`src/rtl/distinct_window_marker_detector_macros.svh`:
```
// Assertion macros used by the distinct window marker detector top level.
`ifndef DISTINCT_WINDOW_MARKER_DETECTOR_MACROS_SVH
`define DISTINCT_WINDOW_MARKER_DETECTOR_MACROS_SVH

// Same-cycle implication, checked on every rising edge outside reset.
`define DWMD_ASSERT_IMPL(label, ante, cons, msg) \
  label: assert property (@(posedge clk) disable iff (!rst_n) (ante) |-> (cons)) \
    else $error(msg);

// Next-cycle implication, checked on every rising edge outside reset.
`define DWMD_ASSERT_NEXT(label, ante, cons, msg) \
  label: assert property (@(posedge clk) disable iff (!rst_n) (ante) |=> (cons)) \
    else $error(msg);

`endif

```
`src/rtl/dwmd_pkg.sv`:
```
// Package with payload types and fixed constants of the distinct window marker detector.
`default_nettype none

package dwmd_pkg;

  localparam int unsigned SYM_W      = 8;
  localparam int unsigned WS_W       = 5;
  localparam int unsigned POS_OUT_W  = 32;
  localparam int unsigned CFG_ADDR_W = 3;
  localparam int unsigned CFG_DATA_W = 32;

  // Register map and reset values.
  localparam logic [CFG_ADDR_W-1:0] REG_WINDOW_SIZE   = '0;
  localparam logic [WS_W-1:0]       WINDOW_SIZE_RESET = WS_W'(4);

  typedef struct packed {
    logic [SYM_W-1:0] symbol;
    logic             restart;
  } dwmd_in_t;

  typedef struct packed {
    logic                 marker_found;
    logic [POS_OUT_W-1:0] position;
    logic                 locked;
  } dwmd_out_t;

endpackage

`default_nettype wire

```
`src/rtl/dwmd_out_buf.sv`:
```
// Two-entry result buffer (output register plus skid register) for the detector.
`default_nettype none

module dwmd_out_buf
  import dwmd_pkg::*;
(
  input  wire logic      clk,
  input  wire logic      rst_n,
  input  wire logic      push_valid,
  output logic           push_ready,
  input  wire dwmd_out_t push_data,
  output logic           out_valid,
  input  wire logic      out_ready,
  output dwmd_out_t      out_data
);

  logic      main_v_r, main_v_nxt;
  logic      skid_v_r, skid_v_nxt;
  dwmd_out_t main_r, main_nxt;
  dwmd_out_t skid_r, skid_nxt;
  logic      push, pop;

  // A new result is taken whenever the skid slot is free.
  assign push_ready = !skid_v_r;
  assign push       = push_valid && push_ready;
  assign pop        = main_v_r && out_ready;

  // Next-state of the two slots.
  always_comb begin
    main_v_nxt = main_v_r;
    skid_v_nxt = skid_v_r;
    main_nxt   = main_r;
    skid_nxt   = skid_r;
    if (!main_v_r || pop) begin
      if (skid_v_r) begin
        main_nxt   = skid_r;
        main_v_nxt = 1'b1;
        skid_v_nxt = 1'b0;
      end else if (push) begin
        main_nxt   = push_data;
        main_v_nxt = 1'b1;
      end else begin
        main_v_nxt = 1'b0;
      end
    end else if (push) begin
      skid_nxt   = push_data;
      skid_v_nxt = 1'b1;
    end
  end

  // Slot occupancy.
  always_ff @(posedge clk) begin
    if (!rst_n) begin
      main_v_r <= 1'b0;
      skid_v_r <= 1'b0;
    end else begin
      main_v_r <= main_v_nxt;
      skid_v_r <= skid_v_nxt;
    end
  end

  // Slot payloads.
  always_ff @(posedge clk) begin
    main_r <= main_nxt;
    skid_r <= skid_nxt;
  end

  assign out_valid = main_v_r;
  assign out_data  = main_r;

endmodule

`default_nettype wire

```
`src/rtl/distinct_window_marker_detector.sv`:
```
// Top level of the distinct window marker detector: window taps, match flags and control.
// The block accepts one symbol per clock and returns one result per symbol, registered
// after the transfer; the result goes through a two-entry output buffer, so a symbol is
// taken on every cycle in which the buffer's skid slot is free. The window is kept as a
// shift line of MAX_WINDOW symbol taps, and each tap carries registered match flags
// against the taps older than it, so an arriving symbol needs only MAX_WINDOW-1 byte
// compares and an OR over the flags inside the window. A restart transfer or a write of
// window_size starts a new stream; there is no clearing pass. Once a marker is reported
// the window freezes and only the position advances, saturating at 2^POSITION_BITS-1.
`default_nettype none

module distinct_window_marker_detector
  import dwmd_pkg::*;
#(
  parameter int unsigned MAX_WINDOW    = 16,
  parameter int unsigned POSITION_BITS = 32
) (
  input  wire logic                  clk,
  input  wire logic                  rst_n,
  input  wire logic                  in_valid,
  output logic                       in_ready,
  input  wire dwmd_in_t              in_data,
  output logic                       out_valid,
  input  wire logic                  out_ready,
  output dwmd_out_t                  out_data,
  input  wire logic                  psel,
  input  wire logic                  penable,
  input  wire logic                  pwrite,
  input  wire logic [CFG_ADDR_W-1:0] paddr,
  input  wire logic [CFG_DATA_W-1:0] pwdata,
  output logic [CFG_DATA_W-1:0]      prdata,
  output logic                       pready
);

  `include "distinct_window_marker_detector_macros.svh"

  localparam int unsigned WB_RAW = $clog2(MAX_WINDOW + 1);
  localparam int unsigned WB     = (WB_RAW > WS_W) ? WB_RAW : WS_W;

  // Configuration and stream state.
  logic [WS_W-1:0]          ws_r;
  logic [POSITION_BITS-1:0] cnt_r, cnt_nxt, cnt_base;
  logic                     found_r, found_base;

  // Window taps (tap 0 is the newest) and match flags: bit d of tap i is set
  // when tap i holds the same symbol as tap i+d.
  logic [SYM_W-1:0]      tap_r  [MAX_WINDOW];
  logic [MAX_WINDOW-1:0] dupv_r [MAX_WINDOW];
  logic [MAX_WINDOW-1:0] dupv_new;

  logic [WB-1:0] eff_w;
  logic          take, cfg_wr, res_ready;
  logic          dup_any, win_full, marker, locked;
  dwmd_out_t     res;

  // APB register access; the port never waits.
  assign pready = 1'b1;
  assign cfg_wr = psel && penable && pwrite && pready && (paddr == REG_WINDOW_SIZE);
  assign prdata = (paddr == REG_WINDOW_SIZE) ? CFG_DATA_W'(ws_r) : '0;

  // Window size in use: zero acts as one, large values clip to the tap count.
  always_comb begin
    if (ws_r == '0) begin
      eff_w = WB'(1);
    end else if (WB'(ws_r) > WB'(MAX_WINDOW)) begin
      eff_w = WB'(MAX_WINDOW);
    end else begin
      eff_w = WB'(ws_r);
    end
  end

  // A restart transfer sees a fresh stream.
  assign cnt_base   = in_data.restart ? '0 : cnt_r;
  assign found_base = in_data.restart ? 1'b0 : found_r;
  assign cnt_nxt    = (&cnt_base) ? cnt_base : cnt_base + 1'b1;
  assign win_full   = cnt_nxt >= POSITION_BITS'(eff_w);

  // Compare the arriving symbol against the stored taps.
  always_comb begin
    dupv_new[0] = 1'b0;
    for (int d = 1; d < MAX_WINDOW; d++) begin
      dupv_new[d] = (in_data.symbol == tap_r[d-1]);
    end
  end

  // Any matching pair among the newest eff_w symbols, arriving one included.
  always_comb begin
    dup_any = 1'b0;
    for (int i = 0; i < MAX_WINDOW; i++) begin
      for (int d = 1; d < MAX_WINDOW; d++) begin
        if ((i + d) < int'(eff_w)) begin
          if (i == 0) begin
            dup_any = dup_any | dupv_new[d];
          end else begin
            dup_any = dup_any | dupv_r[i-1][d];
          end
        end
      end
    end
  end

  assign marker = !found_base && win_full && !dup_any;
  assign locked = found_base || marker;

  assign res.marker_found = marker;
  assign res.position     = POS_OUT_W'(cnt_nxt);
  assign res.locked       = locked;

  assign in_ready = res_ready;
  assign take     = in_valid && in_ready;

  // Stream control and the configuration register.
  always_ff @(posedge clk) begin
    if (!rst_n) begin
      ws_r    <= WINDOW_SIZE_RESET;
      cnt_r   <= '0;
      found_r <= 1'b0;
    end else if (cfg_wr) begin
      ws_r    <= pwdata[WS_W-1:0];
      cnt_r   <= '0;
      found_r <= 1'b0;
    end else if (take) begin
      cnt_r   <= cnt_nxt;
      found_r <= locked;
    end
  end

  // Window shift line; frozen while the stream is locked.
  always_ff @(posedge clk) begin
    if (take && !found_base) begin
      tap_r[0]  <= in_data.symbol;
      dupv_r[0] <= dupv_new;
      for (int i = 1; i < MAX_WINDOW; i++) begin
        tap_r[i]  <= tap_r[i-1];
        dupv_r[i] <= dupv_r[i-1];
      end
    end
  end

  // Result buffer toward the output channel.
  dwmd_out_buf u_out_buf (
    .clk        (clk),
    .rst_n      (rst_n),
    .push_valid (in_valid),
    .push_ready (res_ready),
    .push_data  (res),
    .out_valid  (out_valid),
    .out_ready  (out_ready),
    .out_data   (out_data)
  );

  // Checks on the detector's own logic.
  `DWMD_ASSERT_IMPL(a_marker_locks, out_valid && out_data.marker_found, out_data.locked, "marker result without lock")
  `DWMD_ASSERT_IMPL(a_stall_has_result, !in_ready, out_valid, "input stalled with no result pending")
  `DWMD_ASSERT_NEXT(a_lock_holds, take && !in_data.restart && found_r && !cfg_wr, found_r, "lock dropped without restart")

endmodule

`default_nettype wire

```
`config.mk`:
```
export PLATFORM = sky130hd
export DESIGN_NAME = distinct_window_marker_detector
export DESIGN_NICKNAME = d
export VERILOG_FILES = /design/src/rtl/dwmd_pkg.sv /design/src/rtl/dwmd_out_buf.sv /design/src/rtl/distinct_window_marker_detector.sv
export VERILOG_INCLUDE_DIRS = /design/src /design/src/rtl
export SDC_FILE = /design/constraint.sdc
export NUM_CORES = 1
export LEC_CHECK = 0
export BUFFER_PORTS_ARGS = -buffer_cell sky130_fd_sc_hd__buf_4
export CAP_MARGIN = 20
export CORE_ASPECT_RATIO = 0.7
export CORE_MARGIN = 2
export CORE_UTILIZATION = 40
export DETAILED_ROUTE_END_ITERATION = 8
export RECOVER_POWER = 50
export SKIP_CTS_REPAIR_TIMING = 1
export SLEW_MARGIN = 20
export SYNTH_ARGS = -nofsm -noshare
export SYNTH_HDL_FRONTEND = slang
export SYNTH_SLANG_ARGS = --single-unit
```
`constraint.sdc`:
```
create_clock -name clk -period 35.5 [get_ports clk]
set_clock_uncertainty 0.15 [all_clocks]
set_input_delay 8.875 -clock clk [delete_from_list [all_inputs] [get_ports clk]]
set_output_delay 8.875 -clock clk [all_outputs]
set_load 0.05 [all_outputs]
```
Word-level counts from Yosys, hierarchy flattened --
Memories as Yosys holds them, arrays and structs flattened. Index checks and enable logic that the tools add are counted. W data, S select, Z words.
Operators by class: bitwise gates (word level) 241, divide/modulo/power cells 0, shift-type cells 0, order comparisons 32, reduce and logical (&&, ||, !) cells 22, multiplexer cells 252, eq/ne operators 15, multiply operators 0, add/sub/neg operators 1
Operators with widths (number):
- $mux W1 | 245
- $or A1 B1 Y1 | 239
- $eq A8 B8 Y1 | 15
- $lt A5 B5 Y1 const A | 15
- $mux W34 | 2
- $mux W32 | 2
- $lt A4 B5 Y1 const A | 8
- $add A32 B1 Y32 const B | 1
- $ge A32 B5 Y1 | 1
- $reduce_and A32 Y1 | 1
- $lt A3 B5 Y1 const A | 4
- $mux W5 | 3
- $lt A2 B5 Y1 const A | 2
- $logic_and A1 B1 Y1 | 8
- $gt A5 B5 Y1 const B | 1
- $logic_not A5 Y1 | 1
- $lt A1 B5 Y1 const A | 1
- $logic_not A1 Y1 | 4
- $reduce_and A2 Y1 | 2
- $reduce_or A2 Y1 | 2
- $logic_not A3 Y1 | 1
- $logic_or A1 B1 Y1 | 2
- $not A1 Y1 | 2
- $reduce_bool A2 Y1 | 1
Word-level totals: input bits 51, output and inout port bits 69, word-level logic and storage cells 576, memories 2, memory bits (writable) 384, register bits after elaboration 108, memory bits (read-only) 0, bits in latches 0
Memories:
- dupv_r | words 16, width 16, read ports 15, clocked after Yosys merged registers in 0, wr ports 16, line distinct_window_marker_detector.sv:48 | logic [MAX_WINDOW-1:0] dupv_r [MAX_WINDOW];
- tap_r | words 16, width 8, read ports 15, clocked after Yosys merged registers in 0, wr ports 16, line distinct_window_marker_detector.sv:47 | logic [SYM_W-1:0] tap_r [MAX_WINDOW];

Logic depth before layout (Yosys ltp) --
Gate-level depths: netlist of run 1.
depth after elaboration 488, gate-level depth with buffers 18, gate-level depth less buffers 15

By module --
Synthesis of run 1 repeated with hierarchy kept, for this count alone.
Second synthesis, totals: cells, all modules 1041, area, all modules 14432.6 um2
By module, submodules not included:
- distinct_window_marker_detector | area each 11748.8 um2, times used 1, cells each 926, sequential area each 7517.2 um2
- dwmd_out_buf | area each 2683.8 um2, times used 1, cells each 115, sequential area each 2082.0 um2

Worst setup path after synthesis of run 1 --
Ideal clock, no wire load.
kind in2reg, start point input port in_valid, end point memory dupv_r[6][4] (netlist: dupv_r[0][100]), enable pin, setup time 816 ps, stages on the path 4, arrival 18698 ps, slack 15837 ps, path buffers 2, data required time 34534 ps, path through nand2_1 clkbuf_1 buf_1 nor2_1
RTL lines:
- start, declared | line distinct_window_marker_detector.sv:20 | input wire logic in_valid,
- end, declared | line distinct_window_marker_detector.sv:48

Worst setup path in the final report of run 1 --
start point input port paddr[1], end point output port prdata[3]
On the way: cells in the longest elaborated chain, start to end 2
Ends and longest elaborated chain:
- start, declared | line distinct_window_marker_detector.sv:29 | input wire logic [CFG_ADDR_W-1:0] paddr,
- $logic_not A3 Y1 | line distinct_window_marker_detector.sv:59 | assign prdata = (paddr == REG_WINDOW_SIZE) ? CFG_DATA_W'(ws_r) : '0;
- $mux W5 | line distinct_window_marker_detector.sv:59
- end, declared | line distinct_window_marker_detector.sv:31 | output logic [CFG_DATA_W-1:0] prdata,
No other way between the ends.

==> results.yml, run 1 <==
clocking:
  clk_path_buf_depth: 3
  cts_sinks: 333
  cts_tree: "yes"
  root_buffer: "clkbuf_16"
  cts_buffers: 31
  cts_htree_levels: 1
  clk_pin_slew_ps: 60
  clk_latency_ps: 580
cells_and_area:
  layout-drive-gt1-share_pct: 10.27
  nNetsFinal: 1181
  n_antenna_cell: 0
  area_growth_pct: 11.30
  nFillCells: 3237
setup_path:
  r2r-start: "cnt_r[0]$_SDFFE_PP0P_"
  worstPathRequired_ps: 26480
  r2r-end: "u_out_buf.out_data[33]$_DFFE_PP_"
  cp_num_buf_inv: 2
  worstPathMaxFanout: 6
  worst-setup-path-type: "input pin to primary output"
  cpPeakStageDelay_ps: 410
  cp-start-kind: "input pin"
  arrival_ps: 9780
  path_cells: "clkbuf_4, nor3_1, and2_1, buf_4"
  crit_family: "simple AND/OR/NAND/NOR gates"
  critPathCaptureType: "primary output"
  reg2reg_setup_slack_ps: 30210
  ff2ff_path_depth: 15
  critPathSlowestCell: "nor3_1"
die:
  die_area_mm2: 0.03747
  initial_core_util_pct: 40.32
  die_y_um: 162.6
  row_count: 58
  ios: 120
  core_region_area_mm2: 0.03563
  die_x_um: 230.5
synth:
  synth_seq_cells: 333
  async_flop_share_pct: 0
  synthDominantCellAreaShare_pct: 61.24
  syn_inst: 1068
  synth_top_cell_by_area: "edfxtp_1"
  synth-seq-area-share_pct: 66.81
  ys_warn_count: 0
  synth_ff_type: "edfxtp_1"
  ys_top_cells_by_area: "edfxtp_1, xnor2_1, dfxtp_1"
  syn_avg_cell_area_um2: 13.45
  netlist_area_mm2: 0.01437
  synth-edff-count: 293
  ys_types: 73
  ys_top_cells_by_count: "edfxtp_1, xnor2_1, nand2_1, nor2_1, dfxtp_1"
  synth.most_common_cell: "edfxtp_1"
pwr:
  p_sw_mw: 0.2014
  intPower_mw: 0.6505
  seq_power_share_pct: 55.1
  ir_drop_mv: 0.04033
  comb_power_share_pct: 8.0
  power_frac_clock_pct: 36.9
  sw_frac_of_total_pct: 23.64
  leakagePower_nw: 5.226
  power_density_mw_per_mm2: 53.27
placement:
  pre_cts_slack_ps: 16720
  place.gp.congestion: 0.8777
  place_hpwl_mm: 19.50
  io_buffers: 64
sta:
  max_slew_margin_pct: -32.04
  setup_viol: 0
  rsz0062_at_grt: "false"
  hold_viol_final: 0
  fin_crit_ps: 18800
  slew_violations: 96
  worst_slew_pin_slew_ps: 1981
  holdWs_ps: 287.9
  timing.final.ws_setup_ps: 16700
  setup_tns_ps: 0
  fmax_ghz: 0.05319
  fin_crit_sh_pct: 52.96
job:
  drv_cap: 3
grt:
  grt_max_degree: 226
  grt_pass1_wl_mm: 45.71
  overflow: 0
  grt.total_usage_pct: 15.60
  grt_pass1_vias: 8031
  antenna_found_initial: 0
route:
  drt_iter0_markers: 752
  vias: 8288
  routed_wl_mm: 29.03
  first_pass_iters: 5
  final_antenna_net_count: 0
  wl_per_cell_um: 17.82
  vias_per_cell: 5.088
  drc_errors: 0
worst_hold_path:
  min_path_type: "flop to flop"
  hold_path_depth: 0
  min_from: "dupv_r[0][50]$_DFFE_PP_"
  min_to: "dupv_r[0][66]$_DFFE_PP_"
status:
  outcome: "finished, violations left"
  failed_checks: "capacitance limit, slew limit"
## worst max path at each step
| stage | start | to | slack, ps | depth (start not counted) |
|---|---|---|---|---|
| 6_report | paddr[1] | prdata[3] | 16700 | 4 |
| 4_1_cts | paddr[1] | prdata[2] | 16720 | 4 |
| 3_3_place_gp | paddr[1] | prdata[1] | 16760 | 4 |
| 2_1_floorplan | in_valid | dupv_r[0][100]$_DFFE_PP_ | 15840 | 4 |
| 3_5_place_dp | paddr[1] | prdata[2] | 16720 | 4 |
| 5_1_grt | paddr[1] | prdata[4] | 16660 | 4 |
## metal layers
layer | track usage, % | part of all wire (%) | routed length (um) | vias to the layer above
li1 | - | - | - | 4018
met1 | 25.12 | 53 | 15280 | 4028
met2 | 21.56 | 41 | 11790 | 205
met3 | 2.679 | 4.9 | 1413 | 37
met4 | 3.724 | 1.9 | 545 | 0
met5 | 0 | 0 | 0 | -
## layout make-up
class / instances / area (um^2) / share of cell area [%]
Clock buffer: 37 / 798.3 / 4.992
Sequential cell: 333 / 9599 / 60.03
Inverter: 14 / 52.55 / 0.3286
Timing Repair Buffer: 73 / 415.4 / 2.598
Multi-Input combinational cell: 671 / 4378 / 27.38
Clock inverter: 21 / 147.6 / 0.9232
Tap cell: 480 / 600.6 / 3.756
## cells by family after synthesis
family | Yosys count | share of synthesized area, %
AO/OA/AOI/OAI | 108 | 5.112
XOR/XNOR | 143 | 8.717
adder cells (fa/ha/maj) | 6 | 0.5225
buffers and inverters | 90 | 3.510
flip-flops | 333 | 66.81
multiplexers | 27 | 2.047
other | 2 | 0.05227
AND/OR/NAND/NOR | 359 | 13.23
## flip-flops by register name, indices dropped and copies added (netlist names)
signal and cells:
tap_r 120, dupv_r 105, u_out_buf.out_data 34, u_out_buf.skid_r 34, cnt_r 32, ws_r 5
found_r 1, u_out_buf.out_valid 1, u_out_buf.skid_v_r 1
## metrics by stage
stage               total power [mW]  std cells  util, %  instance area, um^2
floorplan                     0.5349       1094        -                14470
global placement              0.5463       1569    42.60                15180
detailed placement            0.5485       1569    42.60                15180
CTS                           0.8634       1627    45.25                16120
global route                  0.8857       1629    44.88                15990
finish                        0.8519       1629    44.88                15990
## power by group through the flow
stage	clock, mW	combinational (mW)	sequential [mW]
floorplan	0	0.0466	0.488
global placement	0	0.0695	0.477
detailed placement	0	0.0706	0.478
CTS	0.323	0.0709	0.470
global route	0.340	0.0740	0.472
finish	0.315	0.0681	0.469
## placed cells by master (no fill, tap or decap), types with 4 or more instances in the layout
| cell | n |
|---|---|
| nand2_1 | 94 |
| a21oi_1 | 26 |
| or3_1 | 7 |
| or4_1 | 5 |
| a211oi_1 | 7 |
| nor2_1 | 74 |
| mux2_2 | 19 |
| and2_1 | 7 |
| nor4_1 | 32 |
| nor3_1 | 25 |
| xor2_1 | 8 |
| a31oi_1 | 7 |
| nand3_1 | 17 |
| nor2b_1 | 14 |
| xnor2_1 | 135 |
| or2_2 | 6 |
| o31ai_1 | 12 |
| clkbuf_1 | 50 |
| conb_1 | 28 |
| o22ai_1 | 6 |
| buf_4 | 25 |
| dfxtp_1 | 40 |
| o31a_1 | 4 |
| mux2i_1 | 8 |
| ha_1 | 6 |
| o21ai_0 | 16 |
| clkbuf_16 | 31 |
| inv_1 | 12 |
| edfxtp_1 | 293 |
| and3_1 | 7 |
| clkinv_2 | 6 |
| nand4_1 | 35 |
| nand2b_1 | 4 |
| clkinv_1 | 13 |
| o41ai_1 | 4 |
Note: power is estimated with default switching activity, not from simulation.
==> inputs of run 2 (changes only) <==
==> constraint.sdc (replaced) <==
create_clock -name clk -period 17.1 [get_ports clk]
set_clock_uncertainty 0.15 [all_clocks]
set_input_delay 4.275 -clock clk [delete_from_list [all_inputs] [get_ports clk]]
set_output_delay 4.275 -clock clk [all_outputs]
set_load 0.05 [all_outputs]
==> results.yml, run 2 (same netlist as run 1, synthesis figures left out) <==
placement:
  io_buffers: 64
  place_hpwl_mm: 19.19
  place.gp.congestion: 0.8754
  dpl_cell_area_mm2: 0.01518
pwr:
  power_frac_clock_pct: 41.5
  finalPower_mw: 1.909
  comb_power_share_pct: 7.4
  intPower_mw: 1.479
  sw_frac_of_total_pct: 22.55
  power_density_mw_per_mm2: 117.6
  ir_drop_mv: 0.05931
  leakagePower_nw: 5.354
  seq_power_share_pct: 51.1
  p_sw_mw: 0.4306
setup_path:
  arrival_ps: 5190
  worstPathMaxFanout: 6
  reg2reg_setup_slack_ps: 10960
  r2r-start: "u_out_buf.skid_v_r$_SDFFE_PP0P_"
  cpPeakStageDelay_ps: 400
  worst-setup-path-type: "input pin to primary output"
  path_cells: "clkbuf_4, nor3_1, and2_1, buf_4"
  worstPathRequired_ps: 12680
  critPathSlowestCell: "nor3_1"
  ff2ff_path_depth: 8
  cp-start-kind: "input pin"
  r2r-end: "dupv_r[0][17]$_DFFE_PP_"
  critPathCaptureType: "primary output"
  cp_num_buf_inv: 2
  crit_family: "simple AND/OR/NAND/NOR gates"
route:
  first_pass_iters: 5
  vias: 8362
  wl_per_cell_um: 17.64
  drt_iter0_markers: 660
  drc_errors: 0
  vias_per_cell: 5.124
  final_antenna_net_count: 0
  routed_wl_mm: 28.79
sta:
  setup_viol: 0
  fmax_ghz: 0.1040
  setup_tns_ps: 0
  rsz0062_at_grt: "false"
  worst_slew_pin_slew_ps: 4008
  max_slew_margin_pct: -167.2
  hold_viol_final: 0
  fin_crit_ps: 9612
  slew_violations: 150
  fin_crit_sh_pct: 56.21
cells_and_area:
  ff_latch_area_mm2: 0.009599
  area_growth_pct: 12.96
  final_common_cell: "edfxtp_1"
  multi_input_area_mm2: 0.004372
  nNetsFinal: 1184
  layout_common_cells: "edfxtp_1, xnor2_1, nand2_1, nor2_1, clkbuf_1"
  largestRegisters: "tap_r x120, dupv_r x105"
  largest_register_ffs: 120
  postLayoutCellArea_mm2: 0.01623
  top_register: "tap_r"
  nFillCells: 3197
  n_antenna_cell: 0
  layout-drive-gt1-share_pct: 11.37
die:
  ios: 120
  die_x_um: 230.5
  initial_core_util_pct: 40.32
  die_y_um: 162.6
  row_count: 58
  core_region_area_mm2: 0.03563
  die_area_mm2: 0.03747
grt:
  grt.total_usage_pct: 15.34
  grt_pass1_vias: 7948
  grt_max_degree: 226
  grt_pass1_wl_mm: 44.66
  overflow: 0
  antenna_found_initial: 0
worst_hold_path:
  min_to: "dupv_r[0][51]$_DFFE_PP_"
  hold_path_depth: 0
  min_from: "dupv_r[0][35]$_DFFE_PP_"
  min_path_type: "flop to flop"
clocking:
  clk_pin_slew_ps: 60
  clk_path_buf_depth: 3
  clk_latency_ps: 530
  cts_sinks: 333
  cts_htree_levels: 2
  cts_buffers: 34
  cts_tree: "yes"
  root_buffer: "clkbuf_16"
status:
  outcome: "finished, violations left"
  failed_checks: "capacitance limit, slew limit"
job:
  drv_cap: 3
[run 2: cell types whose count changed in the layout (fill, tap and decap cells not counted), moves of 2 or more]
cell | previous run | this run
clkinv_1 | 13 | 4
buf_4 | 25 | 30
bufinv_16 | 2 | 7
clkbuf_16 | 31 | 35
clkbuf_1 | 50 | 48
[run 2: metal layers]
layer / track usage, % / wire length (um) / up-vias
met2: 21.13 / 11680 / 207
met4: 3.930 / 489 / 0
met5: 0 / 0 / -
li1: - / - / 4039
met3: 3.274 / 1709 / 39
met1: 24.24 / 14910 / 4077
[run 2: area by class of cell]
| cell class | instances | area share (%) |
|---|---|---|
| inverters | 14 | 0.3238 |
| clock buffers | 44 | 5.666 |
| clock inverters | 17 | 1.650 |
| multi-input cells | 671 | 26.94 |
| well taps | 480 | 3.701 |
| flip-flops and latches | 333 | 59.15 |
| repair buffers | 73 | 2.575 |
[run 2: worst max-delay path by stage]
stage	start	end	slack (ps)	cells past startpoint
6_report	paddr[1]	prdata[3]	7490	4
5_1_grt	paddr[1]	prdata[2]	7390	4
4_1_cts	paddr[1]	prdata[3]	7490	4
3_5_place_dp	paddr[1]	prdata[3]	7490	4
3_3_place_gp	paddr[1]	prdata[2]	7550	4
2_1_floorplan	in_valid	dupv_r[0][100]$_DFFE_PP_	2040	4
[run 2: metrics by stage]
| step | worst slack (ps) | cells | utilization, % | hold slack (ps) |
|---|---|---|---|---|
| floorplan | 2037 | 1094 | - | 266.9 |
| global placement | 7550 | 1569 | 42.60 | 273.2 |
| detailed placement | 7491 | 1569 | 42.60 | 275.5 |
| CTS | 7491 | 1630 | 45.93 | 286.6 |
| global route | 7386 | 1632 | 45.55 | 293.6 |
| finish | 7488 | 1632 | 45.55 | 286.5 |
[run 2: power groups by stage]
stage / registers [mW] / logic, mW / clock network, mW
floorplan: 1.01 / 0.0967 / 0
CTS: 0.975 / 0.146 / 0.810
global placement: 0.990 / 0.144 / 0
detailed placement: 0.992 / 0.146 / 0
finish: 0.975 / 0.141 / 0.793
global route: 0.982 / 0.153 / 0.841
==> inputs of run 3 (changes only) <==
==> constraint.sdc (replaced) <==
create_clock -name clk -period 7.8 [get_ports clk]
set_clock_uncertainty 0.15 [all_clocks]
set_input_delay 1.95 -clock clk [delete_from_list [all_inputs] [get_ports clk]]
set_output_delay 1.95 -clock clk [all_outputs]
set_load 0.05 [all_outputs]
==> results.yml, run 3 (same netlist as run 1, synthesis figures left out) <==
die:
  die_x_um: 230.5
  ios: 120
  die_y_um: 162.6
  initial_core_util_pct: 40.32
  core_region_area_mm2: 0.03563
  row_count: 58
  die_area_mm2: 0.03747
clocking:
  cts_tree: "yes"
  cts_buffers: 30
  clk_latency_ps: 570
  clk_path_buf_depth: 3
  cts_htree_levels: 1
  cts_sinks: 333
  clk_pin_slew_ps: 60
  root_buffer: "clkbuf_16"
sta:
  slew_violations: 54
  fin_crit_sh_pct: 79.13
  fin_crit_ps: 6172
  setup_viol: 0
  worst_slew_pin_slew_ps: 1768
  rsz0062_at_grt: "false"
  max_slew_margin_pct: -17.88
  timing.final.ws_setup_ps: 1628
  holdWs_ps: 293.5
  hold_viol_final: 0
  setup_tns_ps: 0
  fmax_ghz: 0.1620
status:
  failed_checks: "capacitance limit, slew limit"
  outcome: "finished, violations left"
worst_hold_path:
  hold_path_depth: 0
  min_to: "dupv_r[0][83]$_DFFE_PP_"
  min_from: "dupv_r[0][67]$_DFFE_PP_"
  min_path_type: "flop to flop"
grt:
  grt_pass1_vias: 8036
  overflow: 0
  grt_max_degree: 226
  antenna_found_initial: 0
  grt_pass1_wl_mm: 44.76
  grt.total_usage_pct: 15.26
route:
  wl_per_cell_um: 17.52
  vias_per_cell: 5.089
  drt_iter0_markers: 756
  vias: 8279
  final_antenna_net_count: 0
  drc_errors: 0
  routed_wl_mm: 28.50
  first_pass_iters: 5
cells_and_area:
  layout-drive-gt1-share_pct: 10.81
  largest_register_ffs: 120
  final_core_util_pct: 44.91
  top_register: "tap_r"
  area_growth_pct: 11.37
  layout_common_cells: "edfxtp_1, xnor2_1, nand2_1, nor2_1, clkbuf_1"
  nNetsFinal: 1181
  ff_latch_area_mm2: 0.009599
  largestRegisters: "tap_r x120, dupv_r x105"
  n_antenna_cell: 0
  postLayoutCellArea_mm2: 0.01600
  nFillCells: 3195
  final_cells: 1627
  final_common_cell: "edfxtp_1"
  multi_input_area_mm2: 0.004374
setup_path:
  cp-start-kind: "input pin"
  r2r-end: "u_out_buf.out_data[33]$_DFFE_PP_"
  reg2reg_setup_slack_ps: 2830
  ff2ff_path_depth: 15
  r2r-start: "cnt_r[0]$_SDFFE_PP0P_"
  worst-setup-path-type: "input pin to flop"
  arrival_ps: 6330
  critPathCaptureType: "flop"
  worstPathRequired_ps: 7960
  worstPathMaxFanout: 21
placement:
  dpl_cell_area_mm2: 0.01519
  place_inst: 1570
  pre_cts_slack_ps: 1096
  io_buffers: 64
  place_hpwl_mm: 19.39
  place.gp.congestion: 0.8719
pwr:
  leakagePower_nw: 5.236
  power_density_mw_per_mm2: 241.2
  ir_drop_mv: 0.1723
  finalPower_mw: 3.859
job:
  drv_cap: 2
## run 3: area by class of cell
type	instances	share of cell area [%]
clock buffer	42	5.231
clock inverter	13	0.6725
timing repair buffer	74	2.690
multi-input combinational	671	27.34
inverter	14	0.3284
tap	480	3.753
sequential	333	59.99
## run 3: worst max-delay path, stage by stage
cell	delay [ps]
buf_4	190
nor2b_1	200
ha_1	310
nand4_1	350
nor3_4	420
nand4_2	390
xnor2_1	450
ha_1	300
inv_1	60
a21boi_0	70
o21ai_0	150
a21oi_1	100
or4_1	440
or4_4	510
nor3_4	300
a31oi_1	130
## run 3: per-layer routing
metal	part of all wire (%)	track usage, %	vias up
li1	-	-	4014
met1	50	24.02	4005
met2	41	21.26	226
met3	6.8	3.571	34
met4	1.8	3.138	0
met5	0	0	-
## run 3: how the worst max path moves through the flow
stage,start,endpoint,slack (ps),cells after the start
finish,in_data[0],u_out_buf.out_data[33]$_DFFE_PP_,1630,16
global route,in_data[0],u_out_buf.skid_r[0]$_DFFE_PP_,1410,16
CTS,in_data[0],u_out_buf.out_data[33]$_DFFE_PP_,1700,16
detailed placement,in_data[0],u_out_buf.skid_r[0]$_DFFE_PP_,1100,16
global placement,in_data[0],u_out_buf.out_data[33]$_DFFE_PP_,1130,16
floorplan,in_valid,dupv_r[0][100]$_DFFE_PP_,1410,4
## run 3: power by group
group	leakage, nW	internal [mW]	switching, mW
combinational	1.62	0.0946	0.214
clock	0.459	0.783	0.633
sequential	3.16	2.07	0.0593
total	5.24	2.95	0.907
